[src/dirty_tile_tracker_macros.svh]
// ----------------------------------------------------------------------------
// dirty_tile_tracker_macros
// Assertion helpers for the dirty tile tracker. Each checks on the rising
// clock and stays quiet while reset is high.
// ----------------------------------------------------------------------------
`ifndef DIRTY_TILE_TRACKER_MACROS_SVH
`define DIRTY_TILE_TRACKER_MACROS_SVH

// Consequent must hold in the same cycle as the antecedent.
`define DTT_ASSERT_SAME(lbl, ante, cons, msg) \
   lbl: assert property (@(posedge clock) disable iff (reset) (ante) |-> (cons)) \
      else $error(msg);

// Consequent must hold in the cycle after the antecedent.
`define DTT_ASSERT_NEXT(lbl, ante, cons, msg) \
   lbl: assert property (@(posedge clock) disable iff (reset) (ante) |=> (cons)) \
      else $error(msg);

`endif

[src/dtt_pkg.sv]
// ----------------------------------------------------------------------------
// dtt_pkg
// Shared constants, opcodes and controller/datapath interface types for the
// dirty tile tracker.
// ----------------------------------------------------------------------------
package dtt_pkg;

   localparam int PAGES      = 8;
   localparam int COLUMNS    = 128;
   localparam int TILE_WIDTH = 8;
   localparam int TILES      = COLUMNS / TILE_WIDTH;
   localparam int MAX_OUT    = 16;

   localparam int OP_W    = 3;
   localparam int PAGE_W  = 3;
   localparam int COL_W   = 7;
   localparam int PIDX_W  = (PAGES > 1) ? $clog2(PAGES) : 1;
   localparam int TIDX_W  = (TILES > 1) ? $clog2(TILES) : 1;
   localparam int CNT_W   = $clog2(MAX_OUT + 1);
   localparam int TSHIFT  = $clog2(TILE_WIDTH);

   localparam logic [OP_W-1:0] OP_ADD_REGION = 3'd0;
   localparam logic [OP_W-1:0] OP_ADD_PAGE   = 3'd1;
   localparam logic [OP_W-1:0] OP_FORCE_FULL = 3'd2;
   localparam logic [OP_W-1:0] OP_SCAN_PAGE  = 3'd3;
   localparam logic [OP_W-1:0] OP_COMMIT     = 3'd4;

   typedef logic [TILES-1:0] tile_row_type;

   // Commands from controller to datapath.
   typedef struct packed {
      logic mark_region;
      logic mark_page;
      logic force_full;
      logic scan_load;
      logic commit;
      logic emit;
   } ctl_cmd_type;

   // Status from datapath to controller.
   typedef struct packed {
      logic scan_empty;
      logic scan_last;
   } dp_status_type;

   function automatic logic page_in_range(input logic [PAGE_W-1:0] page);
      return 32'(page) < PAGES;
   endfunction

endpackage

[src/dtt_ctrl.sv]
// ----------------------------------------------------------------------------
// dtt_ctrl
// Sequencer: decodes incoming transactions, walks a page scan and owns the
// response valid flag.
// ----------------------------------------------------------------------------
module dtt_ctrl (
   input  logic                        clock,
   input  logic                        reset,
   input  logic                        req_valid,
   output logic                        req_stall,
   input  logic [dtt_pkg::OP_W-1:0]    req_opcode,
   input  logic [dtt_pkg::PAGE_W-1:0]  req_page,
   output logic                        rsp_valid,
   input  logic                        rsp_stall,
   output dtt_pkg::ctl_cmd_type        cmd,
   input  dtt_pkg::dp_status_type      status
);
   import dtt_pkg::*;

   typedef enum logic {ST_IDLE, ST_SCAN} state_type;

   state_type state_ff, state_in;
   logic      rsp_valid_ff, rsp_valid_in;
   logic      req_accept;
   logic      out_free;
   logic      page_ok;

   assign req_stall  = (state_ff != ST_IDLE);
   assign req_accept = req_valid && !req_stall;
   assign out_free   = !rsp_valid_ff || !rsp_stall;
   assign page_ok    = page_in_range(req_page);
   assign rsp_valid  = rsp_valid_ff;

   always_comb begin
      cmd          = '0;
      state_in     = state_ff;
      rsp_valid_in = rsp_valid_ff && rsp_stall;
      unique case (state_ff)
         ST_IDLE: begin
            if (req_accept) begin
               unique case (req_opcode)
                  OP_ADD_REGION: cmd.mark_region = page_ok;
                  OP_ADD_PAGE:   cmd.mark_page   = page_ok;
                  OP_FORCE_FULL: cmd.force_full  = 1'b1;
                  OP_SCAN_PAGE: begin
                     if (page_ok) begin
                        cmd.scan_load = 1'b1;
                        state_in      = ST_SCAN;
                     end
                  end
                  OP_COMMIT:     cmd.commit      = 1'b1;
                  default:       ;
               endcase
            end
         end
         ST_SCAN: begin
            if (status.scan_empty) begin
               state_in = ST_IDLE;
            end else if (out_free) begin
               cmd.emit     = 1'b1;
               rsp_valid_in = 1'b1;
               if (status.scan_last) begin
                  state_in = ST_IDLE;
               end
            end
         end
         default: state_in = ST_IDLE;
      endcase
   end

   always_ff @(posedge clock) begin
      if (reset) begin
         state_ff     <= ST_IDLE;
         rsp_valid_ff <= 1'b0;
      end else begin
         state_ff     <= state_in;
         rsp_valid_ff <= rsp_valid_in;
      end
   end

endmodule

[src/dtt_datapath.sv]
// ----------------------------------------------------------------------------
// dtt_datapath
// Tile bitmaps, scan mask with lowest-bit pick, and the response
// payload register.
// ----------------------------------------------------------------------------
module dtt_datapath (
   input  logic                        clock,
   input  logic                        reset,
   input  logic [dtt_pkg::PAGE_W-1:0]  req_page,
   input  logic [dtt_pkg::COL_W-1:0]   req_start_column,
   input  logic [dtt_pkg::COL_W-1:0]   req_end_column,
   input  logic                        req_transfer_failed,
   output logic [dtt_pkg::PAGE_W-1:0]  rsp_tile_page,
   output logic [dtt_pkg::COL_W-1:0]   rsp_tile_column,
   output logic                        rsp_last_tile,
   input  dtt_pkg::ctl_cmd_type        cmd,
   output dtt_pkg::dp_status_type      status
);
   import dtt_pkg::*;

   tile_row_type              prev_ff [PAGES];
   tile_row_type              cur_ff  [PAGES];
   tile_row_type              scan_mask_ff;
   logic [PAGE_W-1:0]         scan_page_ff;
   logic [CNT_W-1:0]          emit_cnt_ff;
   logic [PAGE_W-1:0]         tile_page_ff;
   logic [COL_W-1:0]          tile_column_ff;
   logic                      last_tile_ff;

   logic [PIDX_W-1:0]         pidx;
   logic [COL_W-1:0]          s_raw, e_raw, s_tile, e_tile;
   tile_row_type              region_mask;
   tile_row_type              merged_row;
   tile_row_type              remaining;
   logic [TIDX_W-1:0]         lo_idx;
   logic                      emit_last;

   assign pidx  = PIDX_W'(req_page);
   assign s_raw = req_start_column >> TSHIFT;
   assign e_raw = req_end_column >> TSHIFT;
   // Clamp columns past the last tile onto the last tile.
   assign s_tile = (32'(s_raw) > TILES - 1) ? COL_W'(TILES - 1) : s_raw;
   assign e_tile = (32'(e_raw) > TILES - 1) ? COL_W'(TILES - 1) : e_raw;

   always_comb begin
      for (int i = 0; i < TILES; i++) begin
         region_mask[i] = (COL_W'(i) >= s_tile) && (COL_W'(i) <= e_tile);
      end
   end

   assign merged_row = prev_ff[pidx] | cur_ff[pidx];

   // Pick the lowest marked tile still pending.
   always_comb begin
      lo_idx = '0;
      for (int i = TILES - 1; i >= 0; i--) begin
         if (scan_mask_ff[i]) begin
            lo_idx = TIDX_W'(i);
         end
      end
   end

   assign remaining  = scan_mask_ff & (scan_mask_ff - tile_row_type'(1));
   assign emit_last  = (remaining == '0) || (emit_cnt_ff == CNT_W'(MAX_OUT - 1));

   assign status.scan_empty = (scan_mask_ff == '0);
   assign status.scan_last  = emit_last;

   always_ff @(posedge clock) begin
      if (reset) begin
         for (int p = 0; p < PAGES; p++) begin
            prev_ff[p] <= '1;
            cur_ff[p]  <= '0;
         end
         scan_mask_ff <= '0;
         emit_cnt_ff  <= '0;
      end else begin
         if (cmd.mark_region) begin
            cur_ff[pidx] <= cur_ff[pidx] | region_mask;
         end
         if (cmd.mark_page) begin
            cur_ff[pidx] <= '1;
         end
         if (cmd.force_full) begin
            for (int p = 0; p < PAGES; p++) prev_ff[p] <= '1;
         end
         if (cmd.scan_load) begin
            prev_ff[pidx] <= merged_row;
            scan_mask_ff  <= merged_row;
            emit_cnt_ff   <= '0;
         end
         if (cmd.commit) begin
            for (int p = 0; p < PAGES; p++) begin
               prev_ff[p] <= req_transfer_failed ? '1 : cur_ff[p];
               cur_ff[p]  <= '0;
            end
         end
         if (cmd.emit) begin
            // Drop the rest of the page once the listing cap is reached.
            scan_mask_ff <= emit_last ? '0 : remaining;
            emit_cnt_ff  <= emit_cnt_ff + CNT_W'(1);
         end
      end
   end

   // Response payload and scan page: no reset needed.
   always_ff @(posedge clock) begin
      if (cmd.scan_load) begin
         scan_page_ff <= req_page;
      end
      if (cmd.emit) begin
         tile_page_ff   <= scan_page_ff;
         tile_column_ff <= COL_W'(32'(lo_idx) * TILE_WIDTH);
         last_tile_ff   <= emit_last;
      end
   end

   assign rsp_tile_page   = tile_page_ff;
   assign rsp_tile_column = tile_column_ff;
   assign rsp_last_tile   = last_tile_ff;

endmodule

[src/dirty_tile_tracker.sv]
// ----------------------------------------------------------------------------
// dirty_tile_tracker
// Dirty-tile bookkeeping for a paged display: two per-tile bitmaps with
// region marking, page scan listing and frame commit.
// ----------------------------------------------------------------------------
// Usage:
//   req_* carries one command transaction: add region, add page, force full,
//   scan page or commit. rsp_* returns one transaction per dirty tile found
//   by a scan (up to 16), ascending by column, with rsp_last_tile on the last.
//   Both channels use valid/stall; a transaction moves when valid is high and
//   stall is low. rsp_valid comes straight from a register.
//   Add region, add page, force full and commit update the bitmaps at the
//   edge that accepts them and leave the controller idle, so the next
//   command is not stalled. A scan merges the page into the previous bitmap
//   in its accept cycle and loads the scan mask; the tile lister then emits
//   one tile per cycle (up to 16) from a lowest-set-bit pick on the scan
//   mask while the receiver does not stall, the last one returning to idle;
//   a clean page returns to idle with no tile. req_stall is high from the
//   cycle after the scan is accepted until it returns to idle.
//   Reset loads the previous bitmap with all ones and clears the current
//   bitmap, the scan mask and the response valid flag.
//   While the receiver stalls, the response register holds its tile and the
//   scan waits; other commands flow once the scan is done.
// ----------------------------------------------------------------------------
module dirty_tile_tracker (
   input  logic                        clock,
   input  logic                        reset,
   input  logic                        req_valid,
   output logic                        req_stall,
   input  logic [dtt_pkg::OP_W-1:0]    req_opcode,
   input  logic [dtt_pkg::PAGE_W-1:0]  req_page,
   input  logic [dtt_pkg::COL_W-1:0]   req_start_column,
   input  logic [dtt_pkg::COL_W-1:0]   req_end_column,
   input  logic                        req_transfer_failed,
   output logic                        rsp_valid,
   input  logic                        rsp_stall,
   output logic [dtt_pkg::PAGE_W-1:0]  rsp_tile_page,
   output logic [dtt_pkg::COL_W-1:0]   rsp_tile_column,
   output logic                        rsp_last_tile
);
   import dtt_pkg::*;

`include "dirty_tile_tracker_macros.svh"

   ctl_cmd_type   dp_cmd;
   dp_status_type dp_status;

   // Sequencer: decode commands, step the scan, own rsp_valid.
   dtt_ctrl u_ctrl (
      .clock      (clock),
      .reset      (reset),
      .req_valid  (req_valid),
      .req_stall  (req_stall),
      .req_opcode (req_opcode),
      .req_page   (req_page),
      .rsp_valid  (rsp_valid),
      .rsp_stall  (rsp_stall),
      .cmd        (dp_cmd),
      .status     (dp_status)
   );

   // Bitmaps, scan mask and response payload.
   dtt_datapath u_datapath (
      .clock               (clock),
      .reset               (reset),
      .req_page            (req_page),
      .req_start_column    (req_start_column),
      .req_end_column      (req_end_column),
      .req_transfer_failed (req_transfer_failed),
      .rsp_tile_page       (rsp_tile_page),
      .rsp_tile_column     (rsp_tile_column),
      .rsp_last_tile       (rsp_last_tile),
      .cmd                 (dp_cmd),
      .status              (dp_status)
   );

   // Never overwrite a response that is still stalled.
   `DTT_ASSERT_SAME(a_emit_when_free, dp_cmd.emit, !rsp_valid || !rsp_stall, "emit over held tile")
   // Emit only while tiles remain in the scan mask.
   `DTT_ASSERT_SAME(a_emit_nonempty, dp_cmd.emit, !dp_status.scan_empty, "emit from empty scan")
   // The last tile of a scan returns the controller to idle.
   `DTT_ASSERT_NEXT(a_last_to_idle, dp_cmd.emit && dp_status.scan_last, !req_stall, "no idle")
   // A scan start blocks new commands in the next cycle.
   `DTT_ASSERT_NEXT(a_scan_busy, dp_cmd.scan_load, req_stall, "scan not busy")

endmodule
[config.mk]
export PLATFORM = sky130hd
export DESIGN_NAME = dirty_tile_tracker
export DESIGN_NICKNAME = d
export VERILOG_FILES = /design/src/dtt_pkg.sv /design/src/dtt_ctrl.sv /design/src/dtt_datapath.sv /design/src/dirty_tile_tracker.sv
export VERILOG_INCLUDE_DIRS = /design/src /design/src/src
export SDC_FILE = /design/constraint.sdc
export NUM_CORES = 1
export LEC_CHECK = 0
export BUFFER_PORTS_ARGS = -buffer_cell sky130_fd_sc_hd__clkbuf_2
export CAP_MARGIN = 25
export CORE_MARGIN = 2
export CORE_UTILIZATION = 26
export CTS_CLUSTER_SIZE = 30
export DETAILED_ROUTE_END_ITERATION = 12
export GPL_ROUTABILITY_DRIVEN = 1
export PLACE_DENSITY = 0.38
export SLEW_MARGIN = 20
export SYNTH_ARGS = -nofsm -noshare
export SYNTH_HDL_FRONTEND = slang
export SYNTH_SLANG_ARGS = --single-unit
[constraint.sdc]
create_clock -name clock -period 3.7 [get_ports clock]
set_clock_uncertainty 0.15 [all_clocks]
set_input_delay 0.74 -clock clock [delete_from_list [all_inputs] [get_ports clock]]
set_output_delay 0.74 -clock clock [all_outputs]
set_load 0.05 [all_outputs]
; Word-level counts from Yosys, hierarchy flattened
; Memories as Yosys holds them, arrays and structs flattened.
; Cells that the tools add are included.
[word_totals]
reg_bits = 34
ramBits = 256
in_bits = 25
output_inout_bits = 13
n_memories = 2
[mem_list]
columns = memory, words, width, rd, rd_ports_with_merged_regs, wr, line
row1 = u_datapath.cur_ff, 8, 16, 9, 0, 8, dtt_datapath.sv:22  ; tile_row_type cur_ff [PAGES];
row2 = u_datapath.prev_ff, 8, 16, 1, 0, 8, dtt_datapath.sv:21  ; tile_row_type prev_ff [PAGES];
[op_classes]
addsub = 2
n_lt_le_gt_ge = 34
n_eq_ne = 5
muxes = 96
n_bitwise = 29
n_reduce_logical = 32
[op_table]
columns = cell, n
row1 = $mux W16, 38
row2 = $ge A4 B7 Y1 const A, 8
row3 = $le A4 B7 Y1 const A, 8
row4 = $mux W4, 10
row5 = $mux W1, 35
row6 = $logic_not A16 Y1, 2
row7 = $or A16 B16 Y16, 2
row8 = $reduce_or A16 Y1, 2
row9 = $ge A3 B7 Y1 const A, 4
row10 = $le A3 B7 Y1 const A, 4
row11 = $or A1 B1 Y1, 25
row12 = $mux W5, 4
row13 = $logic_and A1 B1 Y1, 18
row14 = $mux W3, 6
row15 = $and A16 B16 Y16, 1
row16 = $sub A16 B1 Y16 const B, 1
row17 = $ge A1 B7 Y1 const A, 2
row18 = $ge A2 B7 Y1 const A, 2
row19 = $le A1 B7 Y1 const A, 2
row20 = $le A2 B7 Y1 const A, 2
row21 = $gt A4 B4 Y1 const B, 2
row22 = $reduce_or A8 Y1, 1
row23 = $eq A3 B2 Y1 const B, 2
row24 = $add A5 B1 Y5 const B, 1
row25 = other kinds (12), 16

; Longest topological paths before layout
; Gate-level depths: netlist of run 1.
[logic_depth]
word_depth = 15
mapped_depth = 10

; Hierarchy
; From an unflattened synthesis of run 1, not the netlist that was laid out.
[hier_totals]
cells_unflattened = 1142
area_unflattened_um2 = 13952.1
[modules_own_cells]
columns = module, instances, cells_each, area_each_um2
row1 = dtt_datapath, 1, 1124, 13818.3
row2 = dtt_ctrl, 1, 18, 133.9

; Worst setup path after synthesis of run 1
; Ideal clock, no wire load.
[synth_timing]
path_type = input to register
startpoint = input port req_page[2] (netlist name)
endpoint = memory u_datapath.cur_ff[0][0] (netlist name) (enable)
setup_time_ps = 372
arrival_ps = 2454
path_slack_ps = 724
cell_stages = 8
path_buffers = 5
path_cell_list = buf_6 buf_6 buf_6 buf_6 nor4_2 nand2_1 clkbuf_1 nand2_1
[synth_lines]
columns = item, line
row1 = start: declaration, dirty_tile_tracker.sv:31  ; input logic [dtt_pkg::PAGE_W-1:0] req_page,
row2 = end: declaration, dtt_datapath.sv:22

==> impl_results.md, run 1 <==
- Buffer count from post-CTS setup fixing: 0
- Core ar.: between 0.05 and 0.06 mm²
- Setup-failing EPs final: 0
- Maximum number of pins on one net before global-route repair: 73
- Total congestion overflow: 0
- Die H: 238 µm
- Top Ports: 38
- Max-cap viol count: 0
- Synth Flop Type: edfxtp_1
- CP max stage delay: between 500 and 600 ps
- Register area share after synthesis: between 50% and 60%
- Crit path required time: 3840 ps
- Crit path max fanout: 20
- Worst hold path type: reg -> reg
- Total track usage: 20.4%
- Gpl congestion: approximately 0.8
- Ratio of cells with drive above 1 in the final layout: between 20% and 30%
- Max_slew headroom: between 30% and 40%
- CTS tree: done
- Leak pwr: 5.63 nW
- Area growth syn-to-layout: 20.3%
- Number of diodes: 0
- Synth Cell Area: between 0.01 and 0.015 mm²
- Cell area power density: 482 mW/mm²
- Crit-path slowest cell: a211oi_2
- Crit-path cells: buf_2, buf_12, buf_12, nor2b_1, buf_4, a22oi_1, o221ai_2, buf_4, a211oi_2, nor2_1
- Maximum clock frequency: approximately 350 MHz
- Drt pass-1 iters: 5
- RSZ-0062 raised after global routing: no
- Port Buffer Count: 28
- Sink Count: slightly below 300
- Synth Register Bits: 290
- Max-slew violation total from the final report: 0
- Asr flop ratio synth: 0%
- CP Class: in -> reg
- Initial Util: between 20% and 30%
- CTS resizes: 0
- CTS max path bufs: 3
- Critical Path Start Type: input port
- H-tree depth: 2
- DR vias: approximately 11,000
- Number of synthesized flops with an enable pin: between 200 and 300
- CP arrival: 3010 ps
- Mean Syn Cell Area: ~12 µm²
- Hold Worst Slack: between 200 and 300 ps
- Status: completed
- Synth cell types: 92
- Hold Fails Final Rpt: 0
- Clock Latency Late Sink: between 500 and 600 ps
- CTS Hold Buffers Added: 0
- Post-synthesis cell count: 1,161
- Crit. End Element: register
- Setup_tns: 0 ps
- Post-Route WL: between 50,000 and 60,000 µm
- Die area: 0.0567 mm²
- Initial antenna violation count: 2
- Clk pin slew, worst setup/hold paths: approximately 60 ps
- Detailed-route DRC error count: 0
- First-pass GRT wire length: a little over 80,000 µm
- Final net count: between 1,000 and 1,500
- Synth warn: 0
- Tmin final: 2880 ps
- Overall die width: about 240 µm
- Num CTS Buffers: 37
- Site row count: between 80 and 90
- Number of routed nets with antenna violations: 0
- Pin slew with the least headroom to its limit: 1020 ps
- CTS root buf: clkbuf_16
- DR vias/cell: 5.33
- Routed wire per std cell: 28.8 µm
- Number of global-route vias before repair: ~11,000
- DRT iter0 DRCs: 1,014
- Maximum VDD drop: ~0.27 mV
- Final cycle utilization of the critical path: 77.7%
- DP HPWL: approximately 38,000 µm
-- sequential cells by signal, indices dropped and copies added (netlist names) --
| signal | cells |
|---|---|
| u_ctrl.req_stall | 1 |
| u_ctrl.rsp_valid | 1 |
| u_datapath.cur_ff | 128 |
| u_datapath.emit_cnt_ff | 5 |
| u_datapath.prev_ff | 128 |
| u_datapath.rsp_last_tile | 1 |
| u_datapath.rsp_tile_column | 4 |
| u_datapath.rsp_tile_page | 3 |
| u_datapath.scan_mask_ff | 16 |
| u_datapath.scan_page_ff | 3 |
-- worst max-delay path: cells and delay by family --
family | cells | cell delay (ps)
buffers and inverters | 5 | 1050
AOI/OAI and AO/OA | 3 | 970
and+or+nand+nor | 2 | 230
-- through the flow --
| stage | setup WS, ps | instance area (µm²) | instances | util (%) | total power, W |
|---|---|---|---|---|---|
| finish | 825 | 17200 | 2006 | 31.8 | 0.00826 |
| CTS | 803 | 17200 | 2006 | 31.8 | 0.00833 |
| floorplan | 724 | 14300 | 1163 | - | 0.00426 |
| global placement | 247 | 16000 | 1938 | 29.5 | 0.00469 |
| global route | 629 | 17200 | 2006 | 31.8 | 0.00850 |
| detailed placement | 220 | 16000 | 1938 | 29.5 | 0.00469 |
-- synthesized netlist by cell type (4+ instances only) --
| cell type | instances | area [µm²] |
|---|---|---|
| dfxtp_1 | 23 | 460 |
| clkbuf_8 | 4 | 55.1 |
| o32ai_1 | 6 | 52.6 |
| nand2_1 | 58 | 218 |
| a22oi_1 | 13 | 97.6 |
| a22o_1 | 6 | 52.6 |
| a211oi_1 | 7 | 52.6 |
| buf_6 | 14 | 158 |
| buf_1 | 4 | 15.0 |
| clkbuf_1 | 38 | 143 |
| inv_1 | 8 | 30.0 |
| a31oi_1 | 6 | 37.5 |
| mux2_2 | 23 | 259 |
| o221ai_2 | 6 | 90.1 |
| or2_2 | 4 | 25.0 |
| o22a_1 | 74 | 648 |
| nor3_1 | 16 | 80.1 |
| nor2_1 | 232 | 871 |
| mux2i_1 | 29 | 290 |
| o22ai_1 | 6 | 37.5 |
| and3_1 | 10 | 62.6 |
| a221oi_1 | 30 | 263 |
| o21ai_0 | 20 | 100 |
| buf_4 | 10 | 75.1 |
| nor4_2 | 4 | 50.1 |
| and2_1 | 8 | 50.1 |
| nor2b_1 | 6 | 37.5 |
| a21oi_1 | 74 | 370 |
| mux4_2 | 17 | 383 |
| edfxtp_1 | 267 | 8020 |
| buf_2 | 25 | 125 |
| nand3_1 | 21 | 105 |
-- area by class of cell --
class,count,area [µm²]
multi-input combinational,768,5180
fill,5429,36900
sequential,290,8480
clock buffer,44,952
timing repair buffer,174,1390
inverter,10,37.5
tap,696,871
clock inverter,24,244
-- power breakdown --
| part | internal [W] | leakage (nW) | switching [W] |
|---|---|---|---|
| clock network | 0.00213 | 0.594 | 0.00151 |
| registers | 0.00367 | 2.53 | 0.0000592 |
| logic | 0.000293 | 2.51 | 0.000601 |
| total | 0.00610 | 5.63 | 0.00217 |
-- worst paths after layout --
path                              start                     endpoint  cells past startpoint  slack (ps)
max                         req_page[1]      u_datapath.cur_ff[1][6]                     10         820
min reg2reg  u_datapath.scan_page_ff[1]  u_datapath.rsp_tile_page[1]                      0         270
min          u_datapath.scan_page_ff[1]  u_datapath.rsp_tile_page[1]                      0         270
max reg2reg            u_ctrl.req_stall      u_datapath.cur_ff[1][7]                      5         850
-- cell families (layout without fill, tap and decap cells) --
family          after synthesis  count (layout)  synth area share [%]
simple gates                391             391                  12.9
compound gates              298             298                  16.3
flops                       290             290                  59.4
buf+inv                     105             252                  4.26
mux                          71              71                  6.72
fa+ha+maj                     3               3                 0.246
xor+xnor                      2               2                 0.123
other cells                   1               3                0.0263
-- placed cells by master (no fill, tap or decap), drive strengths merged, types with 10 or more instances in the layout --
cell and n:
edfxtp 267, nor3 20, mux2i 29, clkbuf 70
a211oi 10, clkinv 19, and3 10, nor2 235
mux2 25, inv 11, nand3 22, o21ai 21
mux4 17, a221oi 31, a21oi 75, buf 148
dfxtp 23, a22oi 13, o22a 74, nand2 60
-- per-layer routing --
| metal | share of wire, % | track usage (%) | vias up | wire length [µm] |
|---|---|---|---|---|
| li1 | - | - | 4733 | - |
| met1 | 43 | 27.9 | 5434 | 25100 |
| met2 | 46 | 32.4 | 437 | 26600 |
| met3 | 7.5 | 4.00 | 91 | 4350 |
| met4 | 3.0 | 7.20 | 0 | 1760 |
| met5 | 0 | 0 | - | 0 |
(Power assumes the default switching activity.)
==> run 2, diff against run 1 <==
Settings changed: PLACE_DENSITY 0.38 to 0.39.
Clock period 3.7 ns to 2.4 ns, I/O delays scaled along.
==> impl_results.md, run 2 (same netlist as run 1, synthesis figures left out) <==
- Crit path required time: 2530 ps (-1310 ps)
- Regs by FF count: u_datapath.cur_ff (128), u_datapath.prev_ff (128), u_datapath.scan_mask_ff (16)
- Tmin final: 2350 ps
- Drt pass-1 iters: 5 (unchanged)
- DRT iter0 DRCs: 1,359 (+34%)
- Pre-CTS WS: -664 ps (-884 ps)
- Die H: 238 µm (unchanged)
- Final net count: 1,478 (+13%)
- CP Class: reg -> reg
- Finished Core Util: 35.2% (+3.4 points)
- Final cycle utilization of the critical path: 98.1%
- Worst min-delay path startpoint: rsp_stall
- Power, Total: 0.0128 W (+55%)
- Initial antenna violation count: 3 (+1)
- Number of global-route vias before repair: 11,346 (+8.0%)
- Setup_tns: 0 ps (unchanged)
- RSZ-0062 raised after global routing: yes
- Ratio of cells with drive above 1 in the final layout: 34.6% (+11 points)
- Initial Util: 26.4% (unchanged)
- CTS tree: done
- DP HPWL: 42,100 µm (+10%)
- Fill cell count: 5,363 (-1.2%)
- Maximum VDD drop: 0.385 mV (+41%)
- Sink Count: 290 (unchanged)
- Maximum clock frequency: 425 MHz
- Hold Fails Final Rpt: 0 (unchanged)
- Detailed-route DRC error count: 0 (unchanged)
- Cell area power density: 676 mW/mm² (+40%)
- H-tree depth: 2 (unchanged)
- Overall die width: 238 µm (unchanged)
- Top Ports: 38 (unchanged)
- Routed wire per std cell: 27.2 µm (-5.4%)
- DR vias/cell: 5.19 (-2.7%)
- Area growth syn-to-layout: 33.2%
- Leak pwr: 6.60 nW (+17%)
- CTS max path bufs: 3 (unchanged)
- Clk pin slew, worst setup/hold paths: 60 ps (about the same)
- Crit. End Element: register
- CP arrival: 2480 ps (-530 ps)
- Status: completed
- First-pass GRT wire length: 83,900 µm (+3.5%)
- Clock Latency Late Sink: 560 ps (about the same)
- Num CTS Buffers: 38 (+2.7%)
- Gpl congestion: 0.853 (+4.6%)
- Total track usage: 20.9% (+0.50 points)
- Routed met2 length: 27,300 µm (+2.7%)
- Number of diodes: 0 (unchanged)
- CTS root buf: clkbuf_16
- Reg-to-reg critical path startpoint: u_datapath.cur_ff[3][12]
- Number of routed nets with antenna violations: 0 (unchanged)
- Max-cap viol count: 0 (unchanged)
- Worst hold path type: in -> reg
- Post-Route WL: 59,200 µm (+2.5%)
- Top sig layer: met5
- Max-slew violation total from the final report: 0 (unchanged)
- Maximum number of pins on one net before global-route repair: 129 (+77%)
- CP startpoint: u_datapath.cur_ff[3][12]
- Pin slew with the least headroom to its limit: 669 ps (-352 ps)
- Max_slew headroom: 55.4% (+24 points)
- Critical Path Start Type: register
- Site row count: 85 (unchanged)
- Met1 wire length: 25,600 µm (+2.3%)
- Port Buffer Count: 28 (unchanged)
- Die area: 0.0567 mm² (unchanged)
- Most common cell after layout, fill and taps aside: buf_4
- Setup WS post-layout: 46.7 ps (-778 ps)
- Total congestion overflow: 0 (unchanged)
- Most frequent cells in the layout: buf_4 (268), edfxtp_1 (267), nor2_1 (232), a21oi_1 (74), o22a_1 (74)
- DR vias: 11,275 (+5.4%)
- Routed length on met3: 4420 µm (+1.7%)
- Crit path max fanout: 8 (-60%)
- Core ar.: 0.0540 mm² (unchanged)
- Setup-failing EPs final: 0 (unchanged)
## run 2: cell types whose count changed in the layout (fill, tap and decap cells not counted), moves of 8 or more
cell / previous run / this run
clkinv_2: 11 / 3
buf_12: 12 / 46
nand2_4: 1 / 10
nand2_1: 58 / 41
buf_4: 135 / 268
nand2_2: 1 / 9
## run 2: layout make-up
cell class	count	area, µm²	area share [%]
multi-input cells	768	5380	28.3
flip-flops and latches	290	8480	44.6
inverters	10	37.5	0.198
clock inverters	17	149	0.784
clock buffers	49	992	5.22
well taps	696	871	4.58
repair buffers	343	3090	16.3
## run 2: repair_timing
action | CTS | global route
pin swaps | 0 | 4
hold buffers | 0 | 0
buffers inserted | 0 | 1
endpoints found under the setup margin | 16 | 89
resized for setup | 3 | 22
## run 2: worst max-delay path: stages (launching register included)
cell and delay, ps:
edfxtp_1 390, mux2_2 270, a221oi_1 320, o22ai_1 210, buf_4 190, a311oi_2 300
buf_4 230, nor2_1 50
## run 2: path summary, 6_finish.rpt
check,slack [ps],depth (start not counted),end
worst max-delay path,50,7,u_datapath.cur_ff[3][12]
worst min-delay path,150,3,u_ctrl.rsp_valid
worst max register to register,50,7,u_datapath.cur_ff[3][12]
worst min register to register,270,0,u_datapath.rsp_tile_page[2]
## run 2: power by group
part / switching (W) / leakage, nW / internal, W / total [W]
Clock: 0.00223 / 0.544 / 0.00313 / 0.00537
Sequential: 0.0000868 / 2.53 / 0.00566 / 0.00575
Combinational: 0.00101 / 3.53 / 0.000727 / 0.00174
Total: 0.00333 / 6.60 / 0.00952 / 0.0128
## run 2: per-stage QoR
stage | hold slack (ps) | instances | area (µm²)
after global placement | 257 | 2106 | 17700
after detailed placement | 261 | 2106 | 17700
after CTS | 111 | 2172 | 18900
final | 150 | 2173 | 19000
after floorplan | 250 | 1163 | 14400
after global routing | 144 | 2173 | 19000
## run 2: routing by layer
metal	GRT usage, %	up-vias
li1	-	5074
met1	28.2	5683
met2	33.5	413
met3	4.67	101
met4	6.63	4
met5	0	-
